**src/hw/rtl/ptsch_pkg.sv**
```systemverilog
// Shared types and constants for the priority thread scheduler.
// Holds the item kind codes and the controller/datapath command and status bundles.
// No dependencies.
package ptsch_pkg;

	typedef enum logic [2:0] {
		KIND_TICK   = 3'd0,
		KIND_SCHED  = 3'd1,
		KIND_SLEEP  = 3'd2,
		KIND_WAIT   = 3'd3,
		KIND_SIGNAL = 3'd4,
		KIND_SET    = 3'd5
	} kind_t;

	localparam int unsigned MS_PER_S    = 1000;
	localparam int unsigned TICKS_PER_S = 100;
	localparam logic [15:0] TICK_STEP_RST = 16'(MS_PER_S / TICKS_PER_S);
	localparam logic [7:0]  PRIO_NONE     = 8'd255;

	localparam int unsigned SDATA_W = 32;
	localparam int unsigned MDATA_W = 16;

	typedef struct packed {
		logic capture;
		logic exec;
		logic scan;
		logic wake;
		logic load_out;
	} ptsch_cmd_t;

	typedef struct packed {
		logic need_sched;
		logic need_wake;
		logic last;
		logic wake_done;
	} ptsch_stat_t;

endpackage

```
**src/hw/rtl/priority_thread_scheduler.sv**
```systemverilog
// Each input beat goes through capture, execution and result load. Schedule, sleep and a
// blocking wait add a scan of all NUM_THREADS ring slots; a signal that must wake a thread
// adds a ring search that stops at the first match. The next beat is taken as the result
// appears; a stalled result does not hold it back, but its own result waits for the slot.
// Reset (arst_n low, asynchronous) clears thread state, semaphores, the running thread and
// the idle flag, and loads priorities 0 and a tick step of 10. Ties ptsch_ctrl and ptsch_dp.
module priority_thread_scheduler import ptsch_pkg::*; #(
	parameter int NUM_THREADS = 8,
	parameter int NUM_SEMS    = 4,
	parameter int SLEEP_BITS  = 16,
	parameter int COUNT_BITS  = 8
) (
	input  logic               clk,
	input  logic               arst_n,
	input  logic               cfg_valid,
	output logic               cfg_ready,
	input  logic [0:0]         cfg_index,
	input  logic [63:0]        cfg_data,
	input  logic               s_tvalid,
	output logic               s_tready,
	input  logic [SDATA_W-1:0] s_tdata,  // sem_id[1:0], sleep_ms[17:2], sem_init[25:18], zero
	input  logic [2:0]         s_tuser,  // kind[2:0]
	output logic               m_tvalid,
	input  logic               m_tready,
	output logic [MDATA_W-1:0] m_tdata   // running_thread[2:0], none_ready[3], sem_count[11:4], zero
);

	ptsch_cmd_t        cmd;
	ptsch_stat_t       stat;
	logic [2:0]        out_running;
	logic              out_none_ready;
	logic signed [7:0] out_sem_count;

	assign cfg_ready = 1'b1;
	assign m_tdata   = {4'd0, out_sem_count, out_none_ready, out_running};

	ptsch_ctrl u_ctrl (
		.clk       (clk),
		.arst_n    (arst_n),
		.in_valid  (s_tvalid),
		.in_ready  (s_tready),
		.out_valid (m_tvalid),
		.out_ready (m_tready),
		.stat      (stat),
		.cmd       (cmd)
	);

	ptsch_dp #(
		.NUM_THREADS (NUM_THREADS),
		.NUM_SEMS    (NUM_SEMS),
		.SLEEP_BITS  (SLEEP_BITS),
		.COUNT_BITS  (COUNT_BITS)
	) u_dp (
		.clk            (clk),
		.arst_n         (arst_n),
		.cfg_we         (cfg_valid && cfg_ready),
		.cfg_sel        (cfg_index[0]),
		.cfg_wdata      (cfg_data),
		.in_kind        (s_tuser),
		.in_sem_id      (s_tdata[1:0]),
		.in_sleep_ms    (s_tdata[17:2]),
		.in_sem_init    (s_tdata[25:18]),
		.cmd            (cmd),
		.stat           (stat),
		.out_running    (out_running),
		.out_none_ready (out_none_ready),
		.out_sem_count  (out_sem_count)
	);

endmodule

```
**src/hw/rtl/ptsch_ctrl.sv**
```systemverilog
// Controller state machine of the priority thread scheduler.
// Sequences capture, execution, the ring scans and result hand-over; uses ptsch_pkg.
module ptsch_ctrl import ptsch_pkg::*; (
	input  logic        clk,
	input  logic        arst_n,
	input  logic        in_valid,
	output logic        in_ready,
	output logic        out_valid,
	input  logic        out_ready,
	input  ptsch_stat_t stat,
	output ptsch_cmd_t  cmd
);

	typedef enum logic [2:0] {
		ST_IDLE,
		ST_EXEC,
		ST_SCAN,
		ST_WAKE,
		ST_DONE
	} state_t;

	state_t state_q;
	logic   slot_free;

	assign in_ready  = (state_q == ST_IDLE);
	assign slot_free = !out_valid || out_ready;

	always_comb begin
		cmd          = '0;
		cmd.capture  = (state_q == ST_IDLE) && in_valid;
		cmd.exec     = (state_q == ST_EXEC);
		cmd.scan     = (state_q == ST_SCAN);
		cmd.wake     = (state_q == ST_WAKE);
		cmd.load_out = (state_q == ST_DONE) && slot_free;
	end

	always_ff @(posedge clk or negedge arst_n) begin
		if (!arst_n) begin
			state_q   <= ST_IDLE;
			out_valid <= 1'b0;
		end else begin
			if (out_valid && out_ready)
				out_valid <= 1'b0;
			unique case (state_q)
				ST_IDLE: begin
					if (in_valid)
						state_q <= ST_EXEC;
				end
				ST_EXEC: begin
					if (stat.need_sched)
						state_q <= ST_SCAN;
					else if (stat.need_wake)
						state_q <= ST_WAKE;
					else
						state_q <= ST_DONE;
				end
				ST_SCAN: begin
					if (stat.last)
						state_q <= ST_DONE;
				end
				ST_WAKE: begin
					if (stat.wake_done)
						state_q <= ST_DONE;
				end
				ST_DONE: begin
					if (slot_free) begin
						out_valid <= 1'b1;
						state_q   <= ST_IDLE;
					end
				end
				default: state_q <= ST_IDLE;
			endcase
		end
	end

endmodule

```
**src/hw/rtl/ptsch_dp.sv**
```systemverilog
// Datapath of the priority thread scheduler: thread table, semaphores and ring cursor.
// Acts on commands from ptsch_ctrl; uses ptsch_pkg.
module ptsch_dp import ptsch_pkg::*; #(
	parameter int NUM_THREADS = 8,
	parameter int NUM_SEMS    = 4,
	parameter int SLEEP_BITS  = 16,
	parameter int COUNT_BITS  = 8
) (
	input  logic               clk,
	input  logic               arst_n,
	input  logic               cfg_we,
	input  logic               cfg_sel,
	input  logic [63:0]        cfg_wdata,
	input  logic [2:0]         in_kind,
	input  logic [1:0]         in_sem_id,
	input  logic [15:0]        in_sleep_ms,
	input  logic signed [7:0]  in_sem_init,
	input  ptsch_cmd_t         cmd,
	output ptsch_stat_t        stat,
	output logic [2:0]         out_running,
	output logic               out_none_ready,
	output logic signed [7:0]  out_sem_count
);

	localparam int TW = $clog2(NUM_THREADS);
	localparam int SW = (NUM_SEMS > 1) ? $clog2(NUM_SEMS) : 1;
	localparam logic [TW-1:0] LAST_T = TW'(NUM_THREADS - 1);
	localparam logic signed [33:0] CMAX = (34'sd1 <<< (COUNT_BITS - 1)) - 34'sd1;
	localparam logic signed [33:0] CMIN = -(34'sd1 <<< (COUNT_BITS - 1));
	localparam logic signed [33:0] SMAX = (34'sd1 <<< SLEEP_BITS) - 34'sd1;

	logic [63:0]            prio_q;
	logic [15:0]            step_q;
	logic [TW-1:0]          run_q;
	logic                   idle_q;
	logic [SLEEP_BITS-1:0]  sleep_q [NUM_THREADS];
	logic                   blk_q   [NUM_THREADS];
	logic [1:0]             bon_q   [NUM_THREADS];
	logic signed [COUNT_BITS-1:0] sem_q [NUM_SEMS];

	kind_t                  kind_q;
	logic [1:0]             sid_q;
	logic [15:0]            ms_q;
	logic signed [7:0]      init_q;

	logic [TW-1:0]          cur_q;
	logic [TW-1:0]          cnt_q;
	logic [TW-1:0]          pick_q;
	logic [7:0]             best_q;
	logic                   found_q;

	logic                   sem_ok;
	logic [SW-1:0]          sidx;
	logic signed [COUNT_BITS-1:0] sem_cur, sem_dec, sem_inc, sem_set;
	logic signed [33:0]     w_dec, w_inc, w_set, w_cur, w_ms;
	logic [SLEEP_BITS-1:0]  ms_sat;
	logic [TW-1:0]          cur_nxt, run_nxt;
	logic [7:0]             prio_cur;
	logic                   rdy_cur, scan_hit, wake_hit, last;
	logic signed [7:0]      sem_out;

	assign sem_ok  = 32'(sid_q) < 32'(NUM_SEMS);
	assign sidx    = SW'(sid_q);
	assign sem_cur = sem_ok ? sem_q[sidx] : '0;

	assign w_cur = 34'(sem_cur);
	assign w_dec = w_cur - 34'sd1;
	assign w_inc = w_cur + 34'sd1;
	assign w_set = 34'(init_q);
	assign w_ms  = $signed({18'd0, ms_q});

	always_comb begin
		sem_dec = (w_dec < CMIN) ? COUNT_BITS'(CMIN) : COUNT_BITS'(w_dec);
		sem_inc = (w_inc > CMAX) ? COUNT_BITS'(CMAX) : COUNT_BITS'(w_inc);
		if (w_set > CMAX)
			sem_set = COUNT_BITS'(CMAX);
		else if (w_set < CMIN)
			sem_set = COUNT_BITS'(CMIN);
		else
			sem_set = COUNT_BITS'(w_set);
		ms_sat = (w_ms > SMAX) ? SLEEP_BITS'(SMAX) : SLEEP_BITS'(w_ms);
		// The result field is eight bits wide whatever the count width is.
		if (w_cur > 34'sd127)
			sem_out = 8'sd127;
		else if (w_cur < -34'sd128)
			sem_out = -8'sd128;
		else
			sem_out = 8'(w_cur);
	end

	assign cur_nxt = (cur_q == LAST_T) ? '0 : cur_q + 1'b1;
	assign run_nxt = (run_q == LAST_T) ? '0 : run_q + 1'b1;
	// Threads beyond the eighth have no priority field and are never chosen.
	assign prio_cur = (32'(cur_q) < 32'd8) ? prio_q[{3'(cur_q), 3'b000} +: 8] : PRIO_NONE;
	assign rdy_cur  = !blk_q[cur_q] && (sleep_q[cur_q] == '0);
	assign scan_hit = rdy_cur && (prio_cur < best_q);
	assign wake_hit = blk_q[cur_q] && (bon_q[cur_q] == sid_q);
	assign last     = (cnt_q == LAST_T);

	always_comb begin
		stat            = '0;
		stat.need_sched = (kind_q == KIND_SCHED) || (kind_q == KIND_SLEEP) ||
		                  ((kind_q == KIND_WAIT) && sem_ok && (sem_dec < 0));
		stat.need_wake  = (kind_q == KIND_SIGNAL) && sem_ok && (sem_inc <= 0);
		stat.last       = last;
		stat.wake_done  = wake_hit || last;
	end

	always_ff @(posedge clk) begin
		if (cmd.capture) begin
			kind_q <= kind_t'(in_kind);
			sid_q  <= in_sem_id;
			ms_q   <= in_sleep_ms;
			init_q <= in_sem_init;
		end
		if (cmd.exec) begin
			cur_q   <= run_nxt;
			cnt_q   <= '0;
			pick_q  <= run_q;
			best_q  <= PRIO_NONE;
			found_q <= 1'b0;
		end
		if (cmd.scan || cmd.wake) begin
			cur_q <= cur_nxt;
			cnt_q <= cnt_q + 1'b1;
		end
		if (cmd.scan && scan_hit) begin
			best_q  <= prio_cur;
			pick_q  <= cur_q;
			found_q <= 1'b1;
		end
		if (cmd.load_out) begin
			out_running    <= 3'(run_q);
			out_none_ready <= idle_q;
			out_sem_count  <= sem_ok ? sem_out : '0;
		end
	end

	always_ff @(posedge clk or negedge arst_n) begin
		if (!arst_n) begin
			prio_q <= '0;
			step_q <= TICK_STEP_RST;
			run_q  <= '0;
			idle_q <= 1'b0;
			for (int i = 0; i < NUM_THREADS; i++) begin
				sleep_q[i] <= '0;
				blk_q[i]   <= 1'b0;
				bon_q[i]   <= '0;
			end
			for (int i = 0; i < NUM_SEMS; i++)
				sem_q[i] <= '0;
		end else begin
			if (cfg_we) begin
				if (cfg_sel)
					step_q <= cfg_wdata[15:0];
				else
					prio_q <= cfg_wdata;
			end
			if (cmd.exec) begin
				case (kind_q)
					KIND_TICK: begin
						for (int i = 0; i < NUM_THREADS; i++)
							sleep_q[i] <= ({16'd0, sleep_q[i]} > {SLEEP_BITS'(0), step_q})
								? SLEEP_BITS'({16'd0, sleep_q[i]} - {SLEEP_BITS'(0), step_q})
								: '0;
					end
					KIND_SLEEP: sleep_q[run_q] <= ms_sat;
					KIND_WAIT: begin
						if (sem_ok) begin
							sem_q[sidx] <= sem_dec;
							if (sem_dec < 0) begin
								blk_q[run_q] <= 1'b1;
								bon_q[run_q] <= sid_q;
							end
						end
					end
					KIND_SIGNAL: begin
						if (sem_ok)
							sem_q[sidx] <= sem_inc;
					end
					KIND_SET: begin
						if (sem_ok)
							sem_q[sidx] <= sem_set;
					end
					default: ;
				endcase
			end
			// The last scan beat commits the choice, counting this beat's candidate too.
			if (cmd.scan && last) begin
				if (found_q || scan_hit) begin
					run_q  <= scan_hit ? cur_q : pick_q;
					idle_q <= 1'b0;
				end else begin
					idle_q <= 1'b1;
				end
			end
			if (cmd.wake && wake_hit) begin
				blk_q[cur_q] <= 1'b0;
				bon_q[cur_q] <= '0;
			end
		end
	end

endmodule

```
**config.mk**
```make
export PLATFORM = sky130hd
export DESIGN_NAME = priority_thread_scheduler
export DESIGN_NICKNAME = d
export VERILOG_FILES = /design/src/hw/rtl/ptsch_pkg.sv /design/src/hw/rtl/priority_thread_scheduler.sv /design/src/hw/rtl/ptsch_ctrl.sv /design/src/hw/rtl/ptsch_dp.sv
export SDC_FILE = /design/constraint.sdc
export NUM_CORES = 1
export LEC_CHECK = 0
export ABC_AREA = 1
export ABC_CLOCK_PERIOD_IN_PS = 3400
export BUFFER_PORTS_ARGS = -buffer_cell sky130_fd_sc_hd__buf_2
export CAP_MARGIN = 20
export CORE_ASPECT_RATIO = 0.75
export CORE_UTILIZATION = 50
export CTS_CLUSTER_SIZE = 12
export DETAILED_ROUTE_END_ITERATION = 8
export PLACE_DENSITY_LB_ADDON = 0.2
export SYNTH_ARGS = -nofsm -noshare
export SYNTH_HDL_FRONTEND = slang
export SYNTH_HIERARCHICAL = 1
export SYNTH_SLANG_ARGS = --single-unit
```
**constraint.sdc**
```tcl
create_clock -name clk -period 3.4 [get_ports clk]
set_clock_uncertainty 0.1 [all_clocks]
set_input_delay 0.68 -clock clk [delete_from_list [all_inputs] [get_ports clk]]
set_output_delay 0.68 -clock clk [all_outputs]
set_load 0.01 [all_outputs]
```
Yosys cells after proc, flatten, opt, wreduce, memory -nomap -nowiden
Cells that the tools add are included.
{ "totals": {"word_cells": 220, "regBits": 331, "out_inout_bits": 19} }
{ "op_classes": {"n_bitwise": 9, "order_cmp": 24, "n_eq_ne": 17, "shifts": 1, "addsub": 13, "muxes": 75, "reduce_logical": 35} }
{ "ops": {"columns": ["operator", "n"], "rows": [
  ["16-bit 2-to-1 mux", 16],
  ["128-bit case mux with 2 select lines", 1],
  ["128-bit bitwise mux", 1],
  ["16-bit > comparator", 8],
  ["16-bit subtractor", 8],
  ["8-bit 2-to-1 mux", 14],
  ["32-bit bitwise mux", 3],
  ["32-bit case mux with 3 select lines", 1],
  ["64-bit by 7-bit variable part select with 8-bit output", 1],
  ["16-bit binary-select mux with 3-bit select", 1],
  ["16-bit demux with 3-bit select", 1],
  ["3-bit 2-to-1 mux", 15],
  ["34-bit by 8-bit > comparator with 1-bit output (second input constant)", 1],
  ["34-bit by 8-bit < comparator with 1-bit output (second input constant)", 1],
  ["3-bit equality test (second input constant)", 6],
  ["16-bit bitwise AND", 1],
  ["8-bit binary-select mux with 2-bit select", 1],
  ["16-bit bitwise mux", 1],
  ["8-bit demux with 2-bit select", 1],
  ["16-bit > comparator (second input constant)", 1],
  ["8-bit > comparator (second input constant)", 2],
  ["16-bit logical NOT", 1],
  ["8-bit < comparator (second input constant)", 2],
  ["16-bit inverter", 1],
  ["36 further kinds", 85]
]} }

Logic depth before layout (Yosys ltp)
Gate-level depths: netlist (run 1).
{ "depth": {"ltp_word": 13, "ltp_mapped": 25, "ltp_nobuf": 22} }

Hierarchy
Netlist (run 1), hierarchy kept.
{ "by_module_without_submodules": {"columns": ["mod", "area_per_inst_um2", "instances", "seq_area_each_um2", "cells_per_inst"], "rows": [
  ["ptsch_dp", 22674.2, 1, 8470.6, 3052],
  ["ptsch_ctrl", 305.3, 1, 100.1, 45],
  ["priority_thread_scheduler", 52.6, 1, 0.0, 8]
]} }

Least setup slack after synthesis (run 1)
OpenSTA, ideal clock, no wires.
{ "synth_path": {"kind": "reg2reg", "start": "register u_dp.cur_q[0]", "end": "register u_dp.best_q[0], enable pin", "setup_slack_ns": 0.208, "path_stages_with_launch": 15, "arrival_ns": 2.747, "required_ns": 2.955, "synth_period_minus_slack_ns": 3.192, "path_cell_list": "edfxtp_1 -> buf_2 -> nand3_1 -> inv_1 -> a22o_1 -> a221oi_1 -> nand2_1 -> ha_1 -> nand2_1 -> nor2_1 -> a211oi_1 -> nand4_1 -> nor2_2 -> nand3_2 -> nand2_1"} }
{ "synth_via": {"word_cells_on_any_way": 15, "cone_classes": "order compare: 1; shift: 1; mux: 6; bitwise: 1; reduce/logical: 6"} }
{ "synth_rtl": {"columns": ["element", "line", "text"], "rows": [
  ["start, declared", "ptsch_dp.sv:46", "logic [TW-1:0] cur_q;"],
  ["start signal, assigned", "ptsch_dp.sv:117", "cur_q <= run_nxt;"],
  ["start signal, assigned", "ptsch_dp.sv:124", "cur_q <= cur_nxt;"],
  ["64-bit by 7-bit variable part select with 8-bit output", "ptsch_dp.sv:94", "assign prio_cur = (32'(cur_q) < 32'd8) ? prio_q[{3'(cur_q), 3'b000} +: 8] : PRIO_NONE;"],
  ["named net u_dp.prio_cur[6]", "ptsch_dp.sv:58", "logic [7:0] prio_cur;"],
  ["8-bit < comparator", "ptsch_dp.sv:96", "assign scan_hit = rdy_cur && (prio_cur < best_q);"],
  ["1-bit logical AND", "ptsch_dp.sv:96", null],
  ["1-bit logical AND", "ptsch_dp.sv:127", "if (cmd.scan && scan_hit) begin"],
  ["2-bit nonzero test (no source line)", null, null],
  ["end signal, assigned", "ptsch_dp.sv:128", "best_q <= prio_cur;"],
  ["end, declared", "ptsch_dp.sv:49", "logic [7:0] best_q;"]
]} }
The timed path passes the listed nets, and every way through them passes these cells. The select of a mux whose other input is x is not followed.
A chain may end at the register's enable or synchronous reset.

Final worst setup path (run 1)
{ "layout_path": {"start": "register u_dp.cur_q[0]", "end": "register u_dp.best_q[3], enable pin"} }
Same word-level chain as after synthesis.

==> summary.md, run 1 <==
| Metric | Value |
|---|---|
| Outcome | `complete, but fails checks` |
| Failing checks | `negative hold slack` |
| Fmax | `0.310 GHz` |
| Clock transition at the registers of the reported paths | `0.06 ns` |
| Syn Area/Cell | `7.42 µm²` |
| Dominant synthesized flop cell | `dfrtp_1` |
| Area added between synthesis and finish | `14.7%` |
| Post-place setup slack | `0.0716 ns` |
| Via/cell ratio | `5.76` |
| Yosys warns | `6` |
| Dpl hpwl | `52100 µm` |
| Final Hold Viols | `3` |
| Critical Path Source Type | `register` |
| DIE AREA | `46900 µm²` |
| Crit end category | `register` |
| Initial core utilization | `51.2%` |
| Vias in the first global route | `21300` |
| Worst hold slack | `-0.00200 ns` |
| Count of final setup violators | `0` |
| Setup WS post-layout | `0.173 ns` |
| Post-route setup TNS | `0 ns` |
| Row count | `67` |
| Max IR drop VDD | `0.410 mV` |
| Area of the multi-input gates | `12900 µm²` |
| Adder-Cell Fraction of Synth Area | `8.52%` |
| Crit Path Max Fanout | `11` |
| Register area | `8570 µm²` |
| Pleak | `12.9 nW` |
| Fill cells | `4150` |
| CTS tree | `done` |
| Placer Congestion | `0.970` |
| Die X | `250 µm` |
| Largest family of logic cells by synthesized area | `simple AND/OR/NAND/NOR gates` |
| First-pass GRT wire length | `116000 µm` |
| Initial DRT Pass Iterations | `6` |
| ANT nets after route | `0` |
| CTS HTree Levels | `2` |
| Skew-Pair Late Insertion Delay | `0.58 ns` |
| Antenna violations before repair | `1` |
| Final Critical Period | `3.23 ns` |
| DR DRC count | `0` |
| Clock root buffer | `clkbuf_16` |
| Clk buf depth | `3` |
| Core Box Area | `45000 µm²` |
| Fin nets | `3557` |
| WS Path Type | `reg2reg` |
| Post-synth EDFFs | `58` |
| Largest net degree at the start of global routing | `96` |
| Syn Inst Count | `3105` |
| Pwr per Cell Area | `970 nW/µm²` |
| Slew @ Worst Pin | `0.952 ns` |
| CTS buffer count | `39` |
| Fin crit share | `94.9%` |
| I/O Buffers | `112` |
| Commonest non-fill, non-tap cells in the layout | `611 x nand2_1, 397 x nor2_1, 357 x a21oi_1, 301 x inv_1, 270 x dfrtp_1` |
| Synth cell types | `57` |
| Min-Delay Path Class | `in2async` |
| Synth Area in Compound Gates | `15.9%` |
| Chip height | `188 µm` |
| GR Overflow Total | `0` |
| Worst Path Required | `3.59 ns` |
| Average wire per standard cell | `18.9 µm` |
| Aggregate global-route resource usage | `31.4%` |
| Clk sinks | `331` |
| Mux contribution to synthesized area | `1.66%` |
| Via count | `22600` |
| Netlist Area Pre-Place | `23000 µm²` |
| Commonest non-fill, non-tap cell in the layout | `nand2_1` |
| CTS Hold Bufs | `0` |
| Worst endpoint data arrival time | `3.42 ns` |
| Max-Cap Viols | `0` |
| Layout cells sized above 1 | `14.5%` |
| Post-synthesis simple-gate area fraction | `26.7%` |
| Routed WL | `74000 µm` |
| Io pins | `124` |
| Slew margin rel. | `36.5%` |
| Xor and xnor area share after synthesis | `2.47%` |
| #FFs+latches synth | `331` |
| Asr flop ratio synth | `82.2%` |
| Pins over their slew limit | `0` |
| Sequential fraction of the synthesis area | `37.2%` |
| Ant diodes | `0` |
| Detailed Route Iter0 Violations | `2746` |
cells in the mapped netlist (18+ instances only):
master / number / area share [%]
nand2_1: 615 / 10
nor2_1: 398 / 6.5
a21oi_1: 357 / 7.8
inv_1: 303 / 4.9
dfrtp_1: 270 / 29
nand3_1: 203 / 4.4
o21ai_0: 168 / 3.7
ha_1: 144 / 7.8
edfxtp_1: 58 / 7.6
clkbuf_1: 56 / 0.91
or2_2: 55 / 1.5
nor3_1: 48 / 1.0
xor2_1: 38 / 1.4
mux2_2: 34 / 1.7
o22ai_1: 26 / 0.71
xnor2_1: 25 / 0.95
inv_2: 23 / 0.37
nor4_1: 22 / 0.60
a22oi_1: 20 / 0.65
nand4_1: 18 / 0.49
nor2_2: 18 / 0.49
cell type report:
cell class	count	share of cell area, %
Multi-Input combinational cell	2344	48.8
Sequential cell	331	32.4
Timing Repair Buffer	245	6.41
Inverter	338	4.84
Clock buffer	60	4.22
Tap cell	586	2.77
Clock inverter	12	0.540
Timing Repair inverter	1	0.0189
metal layers:
layer  global-route usage [%]  part of all wire, %  up-vias  wire, µm
met1                     46.2                   45    10600     33600
met2                     47.0                   42     1012     31300
met4                     10.0                  3.1        2      2290
met3                     4.90                  9.1      147      6770
met5                        0                0.016        -        12
li1                         -                    -    10800         -
cell families (layout without fill, tap and decap cells):
group / count (synthesis) / in the layout
and+or+nand+nor: 1423 / 1423
xor gates and xnor gates: 64 / 64
DFF: 331 / 331
other: 2 / 5
adders and majority gates: 152 / 152
buffers and inverters: 433 / 656
AOI/OAI and AO/OA: 666 / 666
muxes: 34 / 34
path summary, 6_finish.rpt:
kind                                startpoint               to  slack [ns]  depth (start not counted)
worst max-delay path             u_dp/cur_q[0]   u_dp/best_q[3]        0.17                         15
min in group clk                    s_tdata[1]    u_dp/sid_q[1]        0.18                          1
worst min register to register  u_dp/step_q[5]   u_dp/step_q[5]        0.39                          2
worst min-delay path                    arst_n  u_dp/sleep_q[2]      -0.002                          1
worst max register to register   u_dp/cur_q[0]   u_dp/best_q[3]        0.17                         15
max in group asynchronous               arst_n  u_dp/prio_q[60]        2.33                          2
what timing repair did:
item                                    in CTS  in global routing
gates resized for setup                      0                 26
setup buffers                                0                  9
endpoints found under the setup margin       0                 28
critical path, stage by stage, from the launching register on:
cell and delay [ns]:
edfxtp_1 0.45, buf_4 0.19, nand3_1 0.09, buf_4 0.20, o22ai_1 0.10, a221oi_1 0.28, nand2_1 0.10, ha_1 0.33
nand2_1 0.08, nor2_1 0.05, a211oi_2 0.17, nand4_1 0.18, nor2_4 0.17, nand3_4 0.15, nand2_1 0.14, buf_12 0.15
stage by stage:
stage / total power, W / std cells / cell area (µm²) / util (%) / hold slack (ns)
after floorplan: 0.0167 / 3108 / 23000 / - / 0.284
after global placement: 0.0205 / 3835 / 25000 / 55.5 / 0.369
after detailed placement: 0.0208 / 3835 / 25000 / 55.5 / 0.376
after CTS: 0.0252 / 3907 / 26200 / 58.3 / 0.0288
after global routing: 0.0277 / 3917 / 26400 / 58.7 / 0.0580
final: 0.0256 / 3917 / 26400 / 58.7 / -0.00200
power breakdown:
part           switching (W)  internal, W
combinational        0.00891      0.00566
clock                0.00179      0.00243
sequential           0.00135      0.00550
total                 0.0121       0.0136
registers in the layout (all words and copies together) (netlist names), 8 cells and up:
| signal | cells |
|---|---|
| u_dp/step_q | 16 |
| u_dp/init_q | 8 |
| u_dp/ms_q | 16 |
| u_dp/prio_q | 64 |
| u_dp/sem_q | 32 |
| u_dp/bon_q | 16 |
| u_dp/best_q | 8 |
| u_dp/out_sem_count | 8 |
| u_dp/blk_q | 8 |
| u_dp/sleep_q | 128 |
Power figures use the tool's default switching activity.
==> inputs of run 2 (changes only) <==
- CORE_ASPECT_RATIO: 0.75 -> unset
- MAX_ROUTING_LAYER: unset -> met4
- PLACE_DENSITY: unset -> 0.73
- PLACE_DENSITY_LB_ADDON: 0.2 -> unset
==> run 2 against run 1 <==
Against the previous run: the flow now finishes without violations; combinational power hardly changed; cell area shrank 0.16%; sequential power is essentially flat; first-iteration DRC count shrank 11%; clock power about the same; critical path type unchanged; core utilization is 0.56 points lower; global-route usage up 0.51 points; setup slack worse by 0.039 ns; fmax fell by 1.2%; sequential cell count unchanged; critical path depth unchanged; cell count grew 0.13%.
==> summary.md, run 2 (same netlist as run 1, synthesis figures left out) <==
| Metric | Value |
|---|---|
| Design area | `26400 µm² (-0.16%)` |
| Max reg flops | `128 (unchanged)` |
| Placer Congestion | `0.988 (+1.9%)` |
| Fin nets | `3550 (-0.20%)` |
| Routed WL | `72900 µm (-1.5%)` |
| Fmax | `0.306 GHz (-1.2%)` |
| Area added between synthesis and finish | `14.6%` |
| Skew-Pair Late Insertion Delay | `0.60 ns (+0.02 ns)` |
| Largest net degree at the start of global routing | `96 (unchanged)` |
| Register area | `8570 µm² (unchanged)` |
| Die X | `217 µm (-13%)` |
| Critical-path top delay cell | `edfxtp_1` |
| Slew @ Worst Pin | `0.978 ns (+0.0264 ns)` |
| CTS tree | `done` |
| Chip height | `217 µm (+15%)` |
| Worst hold slack | `0.165 ns (+0.167 ns)` |
| Crit Path Max Fanout | `8 (-3)` |
| Detailed Route Iter0 Violations | `2453 (-11%)` |
| Core occupancy in the finished layout | `58.1% (-0.56 points)` |
| Pins over their slew limit | `0 (unchanged)` |
| Min-Delay Path Class | `in2reg` |
| Aggregate global-route resource usage | `31.9% (+0.51 points)` |
| Hold Path Cell Cnt | `1` |
| Worst path bufs/invs | `3 (unchanged)` |
| Via/cell ratio | `5.74 (-0.42%)` |
| Antenna violations before repair | `0 (-1)` |
| Via count | `22500 (-0.29%)` |
| DIE AREA | `46900 µm² (about the same)` |
| Post-place setup slack | `0.00913 ns (-0.0625 ns)` |
| Worst Path Required | `3.63 ns (+0.04 ns)` |
| Pleak | `12.9 nW (-0.29%)` |
| RR Startpoint | `u_dp/cur_q[2]` |
| Setup WS post-layout | `0.134 ns (-0.0392 ns)` |
| Clk buf depth | `3 (unchanged)` |
| Dpl hpwl | `51100 µm (-1.9%)` |
| Fill cells | `4130 (-0.48%)` |
| Critical Path Max Stage Delay | `0.47 ns (+0.02 ns)` |
| Initial DRT Pass Iterations | `6 (unchanged)` |
| Core Box Area | `45400 µm² (+0.81%)` |
| Hold_sp | `s_tdata[19]` |
| Hold EP | `u_dp/init_q[1]` |
| Final Critical Period | `3.27 ns (+0.0392 ns)` |
| Worst reg2reg setup slack | `0.13 ns (-0.04 ns)` |
| Most flop-heavy register | `u_dp/sleep_q` |
| Clock root buffer | `clkbuf_16` |
| CP top delay family | `simple AND/OR/NAND/NOR gates` |
| Average wire per standard cell | `18.6 µm (-1.7%)` |
| Layout cells sized above 1 | `14.4% (-0.11 points)` |
| Crit end category | `register` |
| Slew margin rel. | `34.8% (-1.8 points)` |
| Clk sinks | `331 (unchanged)` |
| Commonest non-fill, non-tap cell in the layout | `nand2_1` |
| WS Path Type | `reg2reg` |
| Initial core utilization | `50.8% (-0.41 points)` |
| Max IR drop VDD | `0.602 mV (+47%)` |
| Max-Cap Viols | `0 (unchanged)` |
| Outcome | `complete, no violations` |
| First-pass GRT wire length | `115000 µm (-1.3%)` |
| Fin crit share | `96.1% (+1.2 points)` |
| DR DRC count | `0 (unchanged)` |
| Critical Path Source Type | `register` |
| ANT nets after route | `0 (unchanged)` |
| Vias in the first global route | `21500 (+1.0%)` |
| Worst path cell trace | `nand2_2, inv_1, nand2_2, clkinvlp_4, buf_4, nand2_1, nand4_1, ha_1, a21oi_1, nor2_1, a211oi_2, nand4_1, nor2_2, nand3_2, or2_2` |
| Ant diodes | `0 (unchanged)` |
| RSZ-0062 raised after global routing | `yes` |
| Top flop regs | `u_dp/sleep_q x128, u_dp/prio_q x64, u_dp/sem_q x32` |
| Worst endpoint data arrival time | `3.50 ns (+0.08 ns)` |
| I/O Buffers | `112 (unchanged)` |
| CTS buffer count | `39 (unchanged)` |
| Row count | `78 (+16%)` |
| Cell Area, Placed | `24800 µm² (-0.69%)` |
| Io pins | `124 (unchanged)` |
| Final Hold Viols | `0 (-3)` |
| Post-route setup TNS | `0 ns (unchanged)` |
| R2R Path End | `u_dp/best_q[5]` |
| Count of final setup violators | `0 (unchanged)` |
| Commonest non-fill, non-tap cells in the layout | `609 x nand2_1, 396 x nor2_1, 357 x a21oi_1, 301 x inv_1, 270 x dfrtp_1` |
| Clock transition at the registers of the reported paths | `0.06 ns (about the same)` |
| Area of the multi-input gates | `12900 µm² (about the same)` |
| GR Overflow Total | `0 (unchanged)` |
| Pwr per Cell Area | `965 nW/µm² (-0.51%)` |
| CTS HTree Levels | `2 (unchanged)` |
| Reg2Reg Depth | `15 (unchanged)` |
| WP depth | `15 (unchanged)` |
==> run 2: metal layers <==
layer / up-vias / wire [µm] / track usage, % / part of all wire, %
met4: 0 / 3350 / 14.4 / 4.6
met2: 1001 / 34000 / 50.9 / 47
li1: 10800 / - / - / -
met3: 215 / 5520 / 4.21 / 7.6
met5: - / 0 / - / 0
met1: 10500 / 30000 / 40.3 / 41
==> run 2: final cells by class <==
type                    count  share of cell area [%]
multi-input cells        2344                    48.8
flip-flops and latches    331                    32.5
repair buffers            239                    6.12
inverters                 338                    4.88
clock buffers              53                    4.01
well taps                 600                    2.85
clock inverters            17                   0.825
==> run 2: what timing repair did <==
action | 4_1_cts | 5_1_grt
hold buffers | 1 | 0
cloned | 0 | 1
endpoints found under the setup margin | 18 | 29
hold endpoints to repair | 1 | 0
gates resized for setup | 2 | 28
setup buffers | 2 | 16
pin swaps | 0 | 5
==> run 2: through the flow <==
stage	cells	total power, W
final	3922	0.0255
after CTS	3905	0.0250
after global routing	3922	0.0276
after floorplan	3108	0.0167
after global placement	3832	0.0202
after detailed placement	3832	0.0206
==> run 2: worst register-to-register path, stage by stage (launching register included) <==
cell        delay [ns]
edfxtp_1          0.47
nand2_2           0.15
inv_1             0.07
nand2_2           0.11
clkinvlp_4        0.19
buf_4             0.21
nand2_1           0.07
nand4_1           0.13
ha_1              0.35
a21oi_1           0.15
nor2_1            0.07
a211oi_2          0.16
nand4_1           0.14
nor2_2            0.14
nand3_2           0.18
or2_2             0.32
==> run 2: worst max-delay path by stage <==
| stage | to | from |
|---|---|---|
| after floorplan | u_dp/best_q[0] | u_dp/cur_q[0] |
| after global placement | u_dp/best_q[2] | u_dp/cur_q[2] |
| after detailed placement | u_dp/pick_q[2] | u_dp/cur_q[2] |
| after CTS | u_dp/pick_q[1] | u_dp/cur_q[2] |
| after global routing | u_dp/pick_q[1] | u_dp/cur_q[0] |
| final | u_dp/best_q[5] | u_dp/cur_q[2] |
==> run 2: power by group <==
group	switching, W	leakage (nW)	internal (W)
Clock	0.00181	0.621	0.00245
Combinational	0.00884	8.45	0.00552
Sequential	0.00135	3.83	0.00550
